`src/gradient_color_evaluator_top_assert.svh`:
```
// Assertion macros shared by the gradient evaluator modules.
`ifndef GRADIENT_COLOR_EVALUATOR_TOP_ASSERT_SVH
`define GRADIENT_COLOR_EVALUATOR_TOP_ASSERT_SVH

// Same-cycle implication, disabled during reset.
`define GCE_ASSERT_IMPLY(label, clk, rst_n, ante, cons, msg) \
  label: assert property (@(posedge clk) disable iff (!rst_n) (ante) |-> (cons)) \
    else $error(msg);

// Next-cycle implication, disabled during reset.
`define GCE_ASSERT_NEXT(label, clk, rst_n, ante, cons, msg) \
  label: assert property (@(posedge clk) disable iff (!rst_n) (ante) |=> (cons)) \
    else $error(msg);

`endif

```
`src/gce_pkg.sv`:
```
`default_nettype none
package gce_pkg;

  localparam int MAX_STOPS = 6;
  localparam int POS_W     = 17;
  localparam int SEG_W     = 3;
  localparam int CNT_W     = 3;
  localparam int OPA_W     = 9;
  localparam int CHAN_W    = 8;
  localparam int NUM_CHAN  = 4;
  localparam int COLOR_W   = CHAN_W * NUM_CHAN;
  localparam int WORD_W    = POS_W + COLOR_W;
  localparam int QUO_W     = 16;
  localparam int DIV_STEPS_PER_STAGE = 4;
  localparam int DIV_STAGES = QUO_W / DIV_STEPS_PER_STAGE;
  localparam int CFG_IDX_W = 3;

  localparam logic [POS_W-1:0] ONE_Q16     = 17'h10000;
  localparam logic [OPA_W-1:0] OPACITY_MAX = 9'd256;
  localparam logic [CNT_W-1:0] COUNT_MIN   = 3'd2;
  localparam logic [CNT_W-1:0] COUNT_MAX   = CNT_W'(MAX_STOPS);

  typedef enum logic [CFG_IDX_W-1:0] {
    REG_NUM_STOPS,
    REG_OPACITY,
    REG_STOP_WORD_0,
    REG_STOP_WORD_1,
    REG_STOP_WORD_2,
    REG_STOP_WORD_3,
    REG_STOP_WORD_4,
    REG_STOP_WORD_5
  } cfg_reg_t;

  typedef logic [MAX_STOPS-1:0][POS_W-1:0]   pos_arr_t;
  typedef logic [MAX_STOPS-1:0][COLOR_W-1:0] color_arr_t;

  // Weight division state carried down the pipeline
  typedef struct packed {
    logic [SEG_W-1:0] seg;
    logic             zero;
    logic             full;
    logic [POS_W-1:0] rem;
    logic [POS_W-1:0] den;
    logic [QUO_W-1:0] quo;
  } div_t;

endpackage
`default_nettype wire

```
`src/gce_seg.sv`:
```
`default_nettype none
`include "gradient_color_evaluator_top_assert.svh"
module gce_seg (
  input  logic                  clk,
  input  logic                  rst_n,
  input  logic                  adv,
  input  logic                  in_fire,
  input  logic [gce_pkg::POS_W-1:0] grad_pos,
  input  logic [gce_pkg::CNT_W-1:0] count_eff,
  input  gce_pkg::pos_arr_t     pos,
  output logic                  out_valid,
  output gce_pkg::div_t         out_div
);
  import gce_pkg::*;

  logic [CNT_W-1:0] last_seg;
  logic [SEG_W-1:0] k_nxt;
  logic [SEG_W-1:0] k1;

  logic             v1_r;
  logic [POS_W-1:0] t_r;
  logic [SEG_W-1:0] k_r;
  logic [POS_W-1:0] p0_r;
  logic [POS_W-1:0] p1_r;

  logic             v2_r;
  div_t             div_r;
  div_t             div_nxt;

  assign last_seg = count_eff - COUNT_MIN;
  assign k1       = k_nxt + SEG_W'(1);

  // Highest qualifying start stop wins
  always_comb begin
    k_nxt = '0;
    for (int i = 0; i <= MAX_STOPS - 2; i++) begin
      if ((SEG_W'(i) <= last_seg) && (pos[i] <= grad_pos)) begin
        k_nxt = SEG_W'(i);
      end
    end
  end

  always_ff @(posedge clk) begin
    if (!rst_n) begin
      v1_r <= 1'b0;
    end else if (adv) begin
      v1_r <= in_fire;
    end
  end

  always_ff @(posedge clk) begin
    if (adv) begin
      t_r  <= grad_pos;
      k_r  <= k_nxt;
      p0_r <= pos[k_nxt];
      p1_r <= pos[k1];
    end
  end

  always_comb begin
    div_nxt      = '0;
    div_nxt.seg  = k_r;
    div_nxt.zero = 1'b0;
    if (p1_r == p0_r) begin
      div_nxt.zero = 1'b1;
    end else if (p1_r > p0_r) begin
      if (t_r <= p0_r) begin
        div_nxt.zero = 1'b1;
      end else begin
        div_nxt.rem = t_r - p0_r;
        div_nxt.den = p1_r - p0_r;
      end
    end else begin
      if (t_r >= p0_r) begin
        div_nxt.zero = 1'b1;
      end else begin
        div_nxt.rem = p0_r - t_r;
        div_nxt.den = p0_r - p1_r;
      end
    end
    // Quotient would reach one or more: clamp to full weight
    div_nxt.full = !div_nxt.zero && (div_nxt.rem >= div_nxt.den);
  end

  always_ff @(posedge clk) begin
    if (!rst_n) begin
      v2_r <= 1'b0;
    end else if (adv) begin
      v2_r <= v1_r;
    end
  end

  always_ff @(posedge clk) begin
    if (adv) begin
      div_r <= div_nxt;
    end
  end

  assign out_valid = v2_r;
  assign out_div   = div_r;

  `GCE_ASSERT_NEXT(a_fire_enters, clk, rst_n, in_fire && adv, v1_r, "accepted beat lost at entry")
  `GCE_ASSERT_IMPLY(a_seg_bound, clk, rst_n, v1_r, 3'(k_r) <= last_seg, "segment past stop count")

endmodule
`default_nettype wire

```
`src/gce_div_step.sv`:
```
`default_nettype none
`include "gradient_color_evaluator_top_assert.svh"
module gce_div_step (
  input  logic          clk,
  input  logic          rst_n,
  input  logic          adv,
  input  logic          in_valid,
  input  gce_pkg::div_t in_div,
  output logic          out_valid,
  output gce_pkg::div_t out_div
);
  import gce_pkg::*;

  logic  valid_r;
  div_t  div_r;
  div_t  div_nxt;

  // Restoring division, a few quotient bits per stage
  always_comb begin
    logic [POS_W:0] r2;
    div_nxt = in_div;
    for (int j = 0; j < DIV_STEPS_PER_STAGE; j++) begin
      r2 = {div_nxt.rem, 1'b0};
      if (r2 >= {1'b0, div_nxt.den}) begin
        div_nxt.rem = POS_W'(r2 - {1'b0, div_nxt.den});
        div_nxt.quo = {div_nxt.quo[QUO_W-2:0], 1'b1};
      end else begin
        div_nxt.rem = r2[POS_W-1:0];
        div_nxt.quo = {div_nxt.quo[QUO_W-2:0], 1'b0};
      end
    end
  end

  always_ff @(posedge clk) begin
    if (!rst_n) begin
      valid_r <= 1'b0;
    end else if (adv) begin
      valid_r <= in_valid;
    end
  end

  always_ff @(posedge clk) begin
    if (adv) begin
      div_r <= div_nxt;
    end
  end

  assign out_valid = valid_r;
  assign out_div   = div_r;

  `GCE_ASSERT_IMPLY(a_rem_below_den, clk, rst_n, valid_r && !div_r.zero && !div_r.full, div_r.rem < div_r.den, "partial remainder not below divisor")

endmodule
`default_nettype wire

```
`src/gce_blend.sv`:
```
`default_nettype none
`include "gradient_color_evaluator_top_assert.svh"
module gce_blend (
  input  logic                       clk,
  input  logic                       rst_n,
  input  logic                       adv,
  input  logic                       in_valid,
  input  gce_pkg::div_t              in_div,
  input  gce_pkg::color_arr_t        colors,
  input  logic [gce_pkg::OPA_W-1:0]  opacity_eff,
  output logic                       out_valid,
  output logic [gce_pkg::CHAN_W-1:0] red,
  output logic [gce_pkg::CHAN_W-1:0] green,
  output logic [gce_pkg::CHAN_W-1:0] blue,
  output logic [gce_pkg::CHAN_W-1:0] alpha,
  output logic [gce_pkg::SEG_W-1:0]  segment
);
  import gce_pkg::*;

  localparam int PROD_W = CHAN_W + POS_W + 1;

  logic [POS_W-1:0]   w;
  logic [POS_W-1:0]   w_inv;
  logic [SEG_W-1:0]   k1;
  logic [COLOR_W-1:0] col_a;
  logic [COLOR_W-1:0] col_b;
  logic [NUM_CHAN-1:0][CHAN_W-1:0] mix_nxt;

  logic                            v1_r;
  logic [NUM_CHAN-1:0][CHAN_W-1:0] mix_r;
  logic [SEG_W-1:0]                seg1_r;

  logic                       v2_r;
  logic [CHAN_W-1:0]          red_r;
  logic [CHAN_W-1:0]          green_r;
  logic [CHAN_W-1:0]          blue_r;
  logic [CHAN_W-1:0]          alpha_r;
  logic [SEG_W-1:0]           seg2_r;
  logic [CHAN_W+OPA_W-1:0]    alpha_prod;

  always_comb begin
    if (in_div.full) begin
      w = ONE_Q16;
    end else if (in_div.zero) begin
      w = '0;
    end else begin
      w = POS_W'(in_div.quo);
    end
  end

  assign w_inv = ONE_Q16 - w;
  assign k1    = in_div.seg + SEG_W'(1);
  assign col_a = colors[in_div.seg];
  assign col_b = colors[k1];

  // Channel c sits at the top byte for c = 0 (red)
  always_comb begin
    logic [PROD_W-1:0] sum;
    for (int c = 0; c < NUM_CHAN; c++) begin
      sum = PROD_W'(col_a[COLOR_W-1-CHAN_W*c -: CHAN_W]) * PROD_W'(w_inv)
          + PROD_W'(col_b[COLOR_W-1-CHAN_W*c -: CHAN_W]) * PROD_W'(w);
      mix_nxt[c] = sum[16 +: CHAN_W];
    end
  end

  always_ff @(posedge clk) begin
    if (!rst_n) begin
      v1_r <= 1'b0;
      v2_r <= 1'b0;
    end else if (adv) begin
      v1_r <= in_valid;
      v2_r <= v1_r;
    end
  end

  always_ff @(posedge clk) begin
    if (adv) begin
      mix_r  <= mix_nxt;
      seg1_r <= in_div.seg;
    end
  end

  assign alpha_prod = (CHAN_W+OPA_W)'(mix_r[3]) * (CHAN_W+OPA_W)'(opacity_eff);

  always_ff @(posedge clk) begin
    if (adv) begin
      red_r   <= mix_r[0];
      green_r <= mix_r[1];
      blue_r  <= mix_r[2];
      alpha_r <= alpha_prod[8 +: CHAN_W];
      seg2_r  <= seg1_r;
    end
  end

  assign out_valid = v2_r;
  assign red       = red_r;
  assign green     = green_r;
  assign blue      = blue_r;
  assign alpha     = alpha_r;
  assign segment   = seg2_r;

  `GCE_ASSERT_IMPLY(a_alpha_bound, clk, rst_n, v2_r, 9'(alpha_r) <= opacity_eff, "alpha exceeds opacity scale")

endmodule
`default_nettype wire

```
`src/gradient_color_evaluator_top.sv`:
```
// Each accepted input beat passes the segment, divider and blend registers to its result beat.
// Throughput: one beat per cycle; the pipeline advances as a whole when the
// output register is empty or its beat is taken, so a stall holds every stage.
// Reset (synchronous, active low) empties the pipeline and sets the stop count
// to 2, opacity to 256 and all stop words to zero.
`default_nettype none
`include "gradient_color_evaluator_top_assert.svh"
module gradient_color_evaluator_top (
  input  logic                         clk,
  input  logic                         rst_n,
  input  logic                         in_valid,
  output logic                         in_ready,
  input  logic [gce_pkg::POS_W-1:0]    in_grad_pos,
  output logic                         out_valid,
  input  logic                         out_ready,
  output logic [gce_pkg::CHAN_W-1:0]   out_red,
  output logic [gce_pkg::CHAN_W-1:0]   out_green,
  output logic [gce_pkg::CHAN_W-1:0]   out_blue,
  output logic [gce_pkg::CHAN_W-1:0]   out_alpha,
  output logic [gce_pkg::SEG_W-1:0]    out_segment,
  input  logic                         cfg_we,
  input  logic [gce_pkg::CFG_IDX_W-1:0] cfg_index,
  input  logic [gce_pkg::WORD_W-1:0]   cfg_data
);
  import gce_pkg::*;

  logic [CNT_W-1:0]  stops_used_r;
  logic [OPA_W-1:0]  opacity_r;
  logic [MAX_STOPS-1:0][WORD_W-1:0] stop_word_r;

  logic [CNT_W-1:0]  count_eff;
  logic [OPA_W-1:0]  opacity_eff;
  pos_arr_t          pos;
  color_arr_t        colors;

  logic              adv;
  logic              in_fire;
  logic              seg_valid;
  div_t              seg_div;
  logic [DIV_STAGES:0] div_valid;
  div_t              div_chain [DIV_STAGES+1];

  always_ff @(posedge clk) begin
    if (!rst_n) begin
      stops_used_r <= COUNT_MIN;
      opacity_r    <= OPACITY_MAX;
      stop_word_r  <= '0;
    end else if (cfg_we) begin
      unique case (cfg_reg_t'(cfg_index))
        REG_NUM_STOPS:   stops_used_r   <= cfg_data[CNT_W-1:0];
        REG_OPACITY:     opacity_r      <= cfg_data[OPA_W-1:0];
        REG_STOP_WORD_0: stop_word_r[0] <= cfg_data;
        REG_STOP_WORD_1: stop_word_r[1] <= cfg_data;
        REG_STOP_WORD_2: stop_word_r[2] <= cfg_data;
        REG_STOP_WORD_3: stop_word_r[3] <= cfg_data;
        REG_STOP_WORD_4: stop_word_r[4] <= cfg_data;
        REG_STOP_WORD_5: stop_word_r[5] <= cfg_data;
      endcase
    end
  end

  always_comb begin
    if (stops_used_r < COUNT_MIN) begin
      count_eff = COUNT_MIN;
    end else if (stops_used_r > COUNT_MAX) begin
      count_eff = COUNT_MAX;
    end else begin
      count_eff = stops_used_r;
    end
  end

  assign opacity_eff = (opacity_r > OPACITY_MAX) ? OPACITY_MAX : opacity_r;

  always_comb begin
    for (int i = 0; i < MAX_STOPS; i++) begin
      pos[i]    = stop_word_r[i][WORD_W-1 -: POS_W];
      colors[i] = stop_word_r[i][COLOR_W-1:0];
    end
  end

  // Advance everything unless the output beat is stuck
  assign adv      = !out_valid || out_ready;
  assign in_ready = adv;
  assign in_fire  = in_valid && adv;

  gce_seg u_seg (
    .clk       (clk),
    .rst_n     (rst_n),
    .adv       (adv),
    .in_fire   (in_fire),
    .grad_pos  (in_grad_pos),
    .count_eff (count_eff),
    .pos       (pos),
    .out_valid (seg_valid),
    .out_div   (seg_div)
  );

  assign div_valid[0] = seg_valid;
  assign div_chain[0] = seg_div;

  for (genvar g = 0; g < DIV_STAGES; g++) begin : g_div
    gce_div_step u_div (
      .clk       (clk),
      .rst_n     (rst_n),
      .adv       (adv),
      .in_valid  (div_valid[g]),
      .in_div    (div_chain[g]),
      .out_valid (div_valid[g+1]),
      .out_div   (div_chain[g+1])
    );
  end

  gce_blend u_blend (
    .clk         (clk),
    .rst_n       (rst_n),
    .adv         (adv),
    .in_valid    (div_valid[DIV_STAGES]),
    .in_div      (div_chain[DIV_STAGES]),
    .colors      (colors),
    .opacity_eff (opacity_eff),
    .out_valid   (out_valid),
    .red         (out_red),
    .green       (out_green),
    .blue        (out_blue),
    .alpha       (out_alpha),
    .segment     (out_segment)
  );

  `GCE_ASSERT_IMPLY(a_out_seg_range, clk, rst_n, out_valid, (4'(out_segment) + 4'd2) <= 4'(count_eff), "result segment beyond stop count")

endmodule
`default_nettype wire
```
`config.mk`:
```
export PLATFORM = sky130hd
export DESIGN_NAME = gradient_color_evaluator_top
export DESIGN_NICKNAME = d
export VERILOG_FILES = /design/src/gce_pkg.sv /design/src/gce_seg.sv /design/src/gce_div_step.sv /design/src/gce_blend.sv /design/src/gradient_color_evaluator_top.sv
export VERILOG_INCLUDE_DIRS = /design/src /design/src/src
export SDC_FILE = /design/constraint.sdc
export NUM_CORES = 2
export LEC_CHECK = 0
export ABC_AREA = 1
export BUFFER_PORTS_ARGS = -buffer_cell sky130_fd_sc_hd__buf_2
export CAP_MARGIN = 20
export CORE_MARGIN = 4
export CORE_UTILIZATION = 65
export CTS_BUF_LIST = sky130_fd_sc_hd__clkbuf_8
export DETAILED_ROUTE_END_ITERATION = 8
export GPL_ROUTABILITY_DRIVEN = 0
export PLACE_DENSITY = 0.81
export SLEW_MARGIN = 5
export SYNTH_ARGS = -nofsm -noshare
export SYNTH_HDL_FRONTEND = slang
export SYNTH_SLANG_ARGS = --single-unit
```
`constraint.sdc`:
```
create_clock -name clk -period 15.3 [get_ports clk]
set_clock_uncertainty 0.05 [all_clocks]
set_input_delay 0.765 -clock clk [delete_from_list [all_inputs] [get_ports clk]]
set_output_delay 0.765 -clock clk [all_outputs]
set_load 0.005 [all_outputs]
```
==> flow_summary.yaml <==
global_route:
  grt_first_pass_wirelength_um: 384000
  grt_max_degree: 312
  grt_usage_pct: 36.8
  antenna_found_initial: 17
  grt_overflow: 0
  grt_pass1_vias: 72900
layout:
  syn_to_final_growth_pct: 4.69
  num-nets-final: 12100
  drive_above_1_share_pct: 5.21
  seqCellArea_um2: 16000
  final_cell_mix: "2312 x nand2_1, 1718 x inv_1, 1056 x nor2_1"
  fillers: 9929
  multi_input_comb_area_um2: 56400
  layout_commonest_cell: "nand2_1"
drt:
  drt-initial-drc-count: 7954
  drcViolationCount: 0
  ant_nets: 0
  wl_per_cell_um: 20.0
  via_per_inst: 6.05
  dr.pass1.iters: 9
  vias: 73600
  drt-total-wl_um: 244000
setup_path:
  crit_type: "register to register"
  required_ps: 15800
  crit_top_cell: "inv_1"
  crit_arrival_ps: 9850
  r2r_setup_slack_ps: 5950
  reg2reg_depth: 25
  worst_path_max_delay_cell: "ha_1"
  r2r_end: "u_blend.mix_r[29]"
  cpPeakStageDelay_ps: 1120
  r2r-start: "g_div[3].u_div.out_div[50]"
  end_kind: "register"
  start_kind: "register"
  cp_max_fo: 26
cts:
  postCtsSetupBuffers: 0
  cts_sinks: 639
  ctsHoldBuffers: 0
  cts_max_path_buffers: 3
  cts_tree: "done"
  cts_resized: 0
  clk_latency_ps: 880
  numCtsBuffers: 109
  htree_num_levels: 3
  path_clk_slew_ps: 70
  clockRootBuffer: "clkbuf_8"
placement:
  portBuffers: 110
  hpwlAfterDp_um: 183000
sta:
  period_share_pct: 61.1
  setup_viol: 0
  fin_setup_tns_ps: 0
  min_period_ps: 9350
  relSlewSlack_pct: 13.6
  slew_viol_final: 0
  worst_slew_pin_slew_ps: 1300
  hold_viol_final: 0
  rsz0062_at_grt: "false"
  fmax_ghz: 0.107
die:
  fp.dieH_um: 361
  initial_core_util_pct: 65.4
  io-pin-count: 111
  die_area_um2: 130000
  die_x_um: 361
  core_area_um2: 124000
  row_count: 129
synthesis:
  synth_edf_count: 325
  yosys_warnings: 0
  synth_ff_type: "edfxtp_1"
  synthDistinctLibCells: 77
  ys_seq_elements: 639
  syn_area_per_cell_um2: 7.67
  async_flop_share_pct: 0
  seq_area_frac_synth_pct: 19.8
  syn_inst: 10500
  syn_area_um2: 80900
  synth_nets: 12200
hold_path:
  hp-start: "in_grad_pos[6]"
  hold_class: "input pin to register"
  min_path_cells: 1
  min_to: "u_seg.t_r[6]"
run_status:
  outcome: "finished clean"
job:
  drv_cap: 0
==> per-stage QoR <==
stage	util, %	cell area (um^2)	hold slack [ps]	std cells	setup WS, ps
4_1_cts	68.4	84600	32.4	12100	6130
6_report	68.5	84700	78.0	12200	5950
3_3_place_gp	66.5	82200	351	11900	6450
5_1_grt	68.5	84700	59.9	12200	5260
3_5_place_dp	66.5	82200	355	11900	6160
2_1_floorplan	-	80900	350	10500	5380
==> registers in the layout, indices dropped and copies added, names as in the netlist, 4 cells and up <==
register	flops
colors	192
g_div.u_div.out_div	162
g_div.u_div.out_valid	4
opacity_r	9
pos	102
u_blend.alpha	8
u_blend.blue	8
u_blend.green	8
u_blend.mix_r	32
u_blend.red	8
u_seg.out_div	39
u_seg.p0_r	17
u_seg.p1_r	17
u_seg.t_r	17
==> worst max-delay path: cells and delay by family, from the launching register on <==
family | cells | cell delay, ps
buf+inv | 8 | 1920
flops | 1 | 370
compound gates | 4 | 990
fa+ha+maj | 8 | 4060
xor+xnor | 1 | 170
simple gates | 4 | 1460
==> kinds of logic (layout without fill, tap and decap cells) <==
kind of cell    Yosys count  after routing  share of synthesized area, %
fa+ha+maj              1627           1627                          33.7
simple gates           3892           3892                          19.5
mux                       3              3                        0.0371
xor+xnor                325            325                          3.52
buf+inv                2157           2129                          10.5
other cells               0             11                             0
flops                   639            639                          19.8
compound gates         1897           1897                          12.9
==> per-layer routing <==
layer	share of wire, %	GRT usage [%]
met5	0.025	0
met4	6.6	20.5
met3	13	10.5
met2	44	57.3
met1	37	46.4
==> cell usage after synthesis (14+ instances only) <==
cell	n	area, um^2
nand2_2	29	181
nand3b_1	16	120
xnor2_1	141	1230
a31oi_1	29	181
o211ai_1	65	488
nand3_1	242	1210
clkinv_1	14	52.6
buf_6	20	225
o21ai_1	72	360
buf_4	15	113
a21oi_1	722	3610
nand4_1	59	369
ha_1	707	8850
nor2_1	1060	3980
buf_2	109	546
o21bai_1	26	195
nand3_2	17	170
edfxtp_1	325	9760
a211oi_1	31	233
clkbuf_1	255	957
inv_2	34	128
fa_1	920	18400
a21boi_0	24	180
nor3_1	62	310
o21ai_2	18	158
nand2_1	2315	8690
xor2_1	184	1610
a21o_1	27	203
o221ai_1	25	219
inv_1	1693	6350
or2_2	26	163
dfxtp_1	314	6290
o21ai_0	759	3800
o21a_1	26	195
==> area by class of cell <==
cell class	instances	share of cell area, %
flip-flops and latches	639	19.0
inverters	1745	7.76
well taps	1637	2.42
clock inverters	86	0.943
repair buffers	178	1.30
multi-input cells	7744	66.6
diodes	11	0.0325
clock buffers	120	1.95
==> worst max-delay path by stage <==
stage	endpoint	cells past startpoint	slack, ps	start
floorplan	g_div[0].u_div.out_div[0]	2	5380	out_ready
global placement	g_div[2].u_div.out_div[34]	49	6450	g_div[1].u_div.out_div[16]
detailed placement	g_div[2].u_div.out_div[45]	49	6160	g_div[1].u_div.out_div[16]
CTS	g_div[2].u_div.out_div[45]	49	6130	g_div[1].u_div.out_div[16]
global route	g_div[1].u_div.out_div[44]	45	5260	g_div[0].u_div.out_div[31]
finish	u_blend.mix_r[29]	25	5950	g_div[3].u_div.out_div[50]
Power is left out: the tool's default activity adds up to more than one toggle a clock period on the data nets, which glitch-free logic cannot reach.
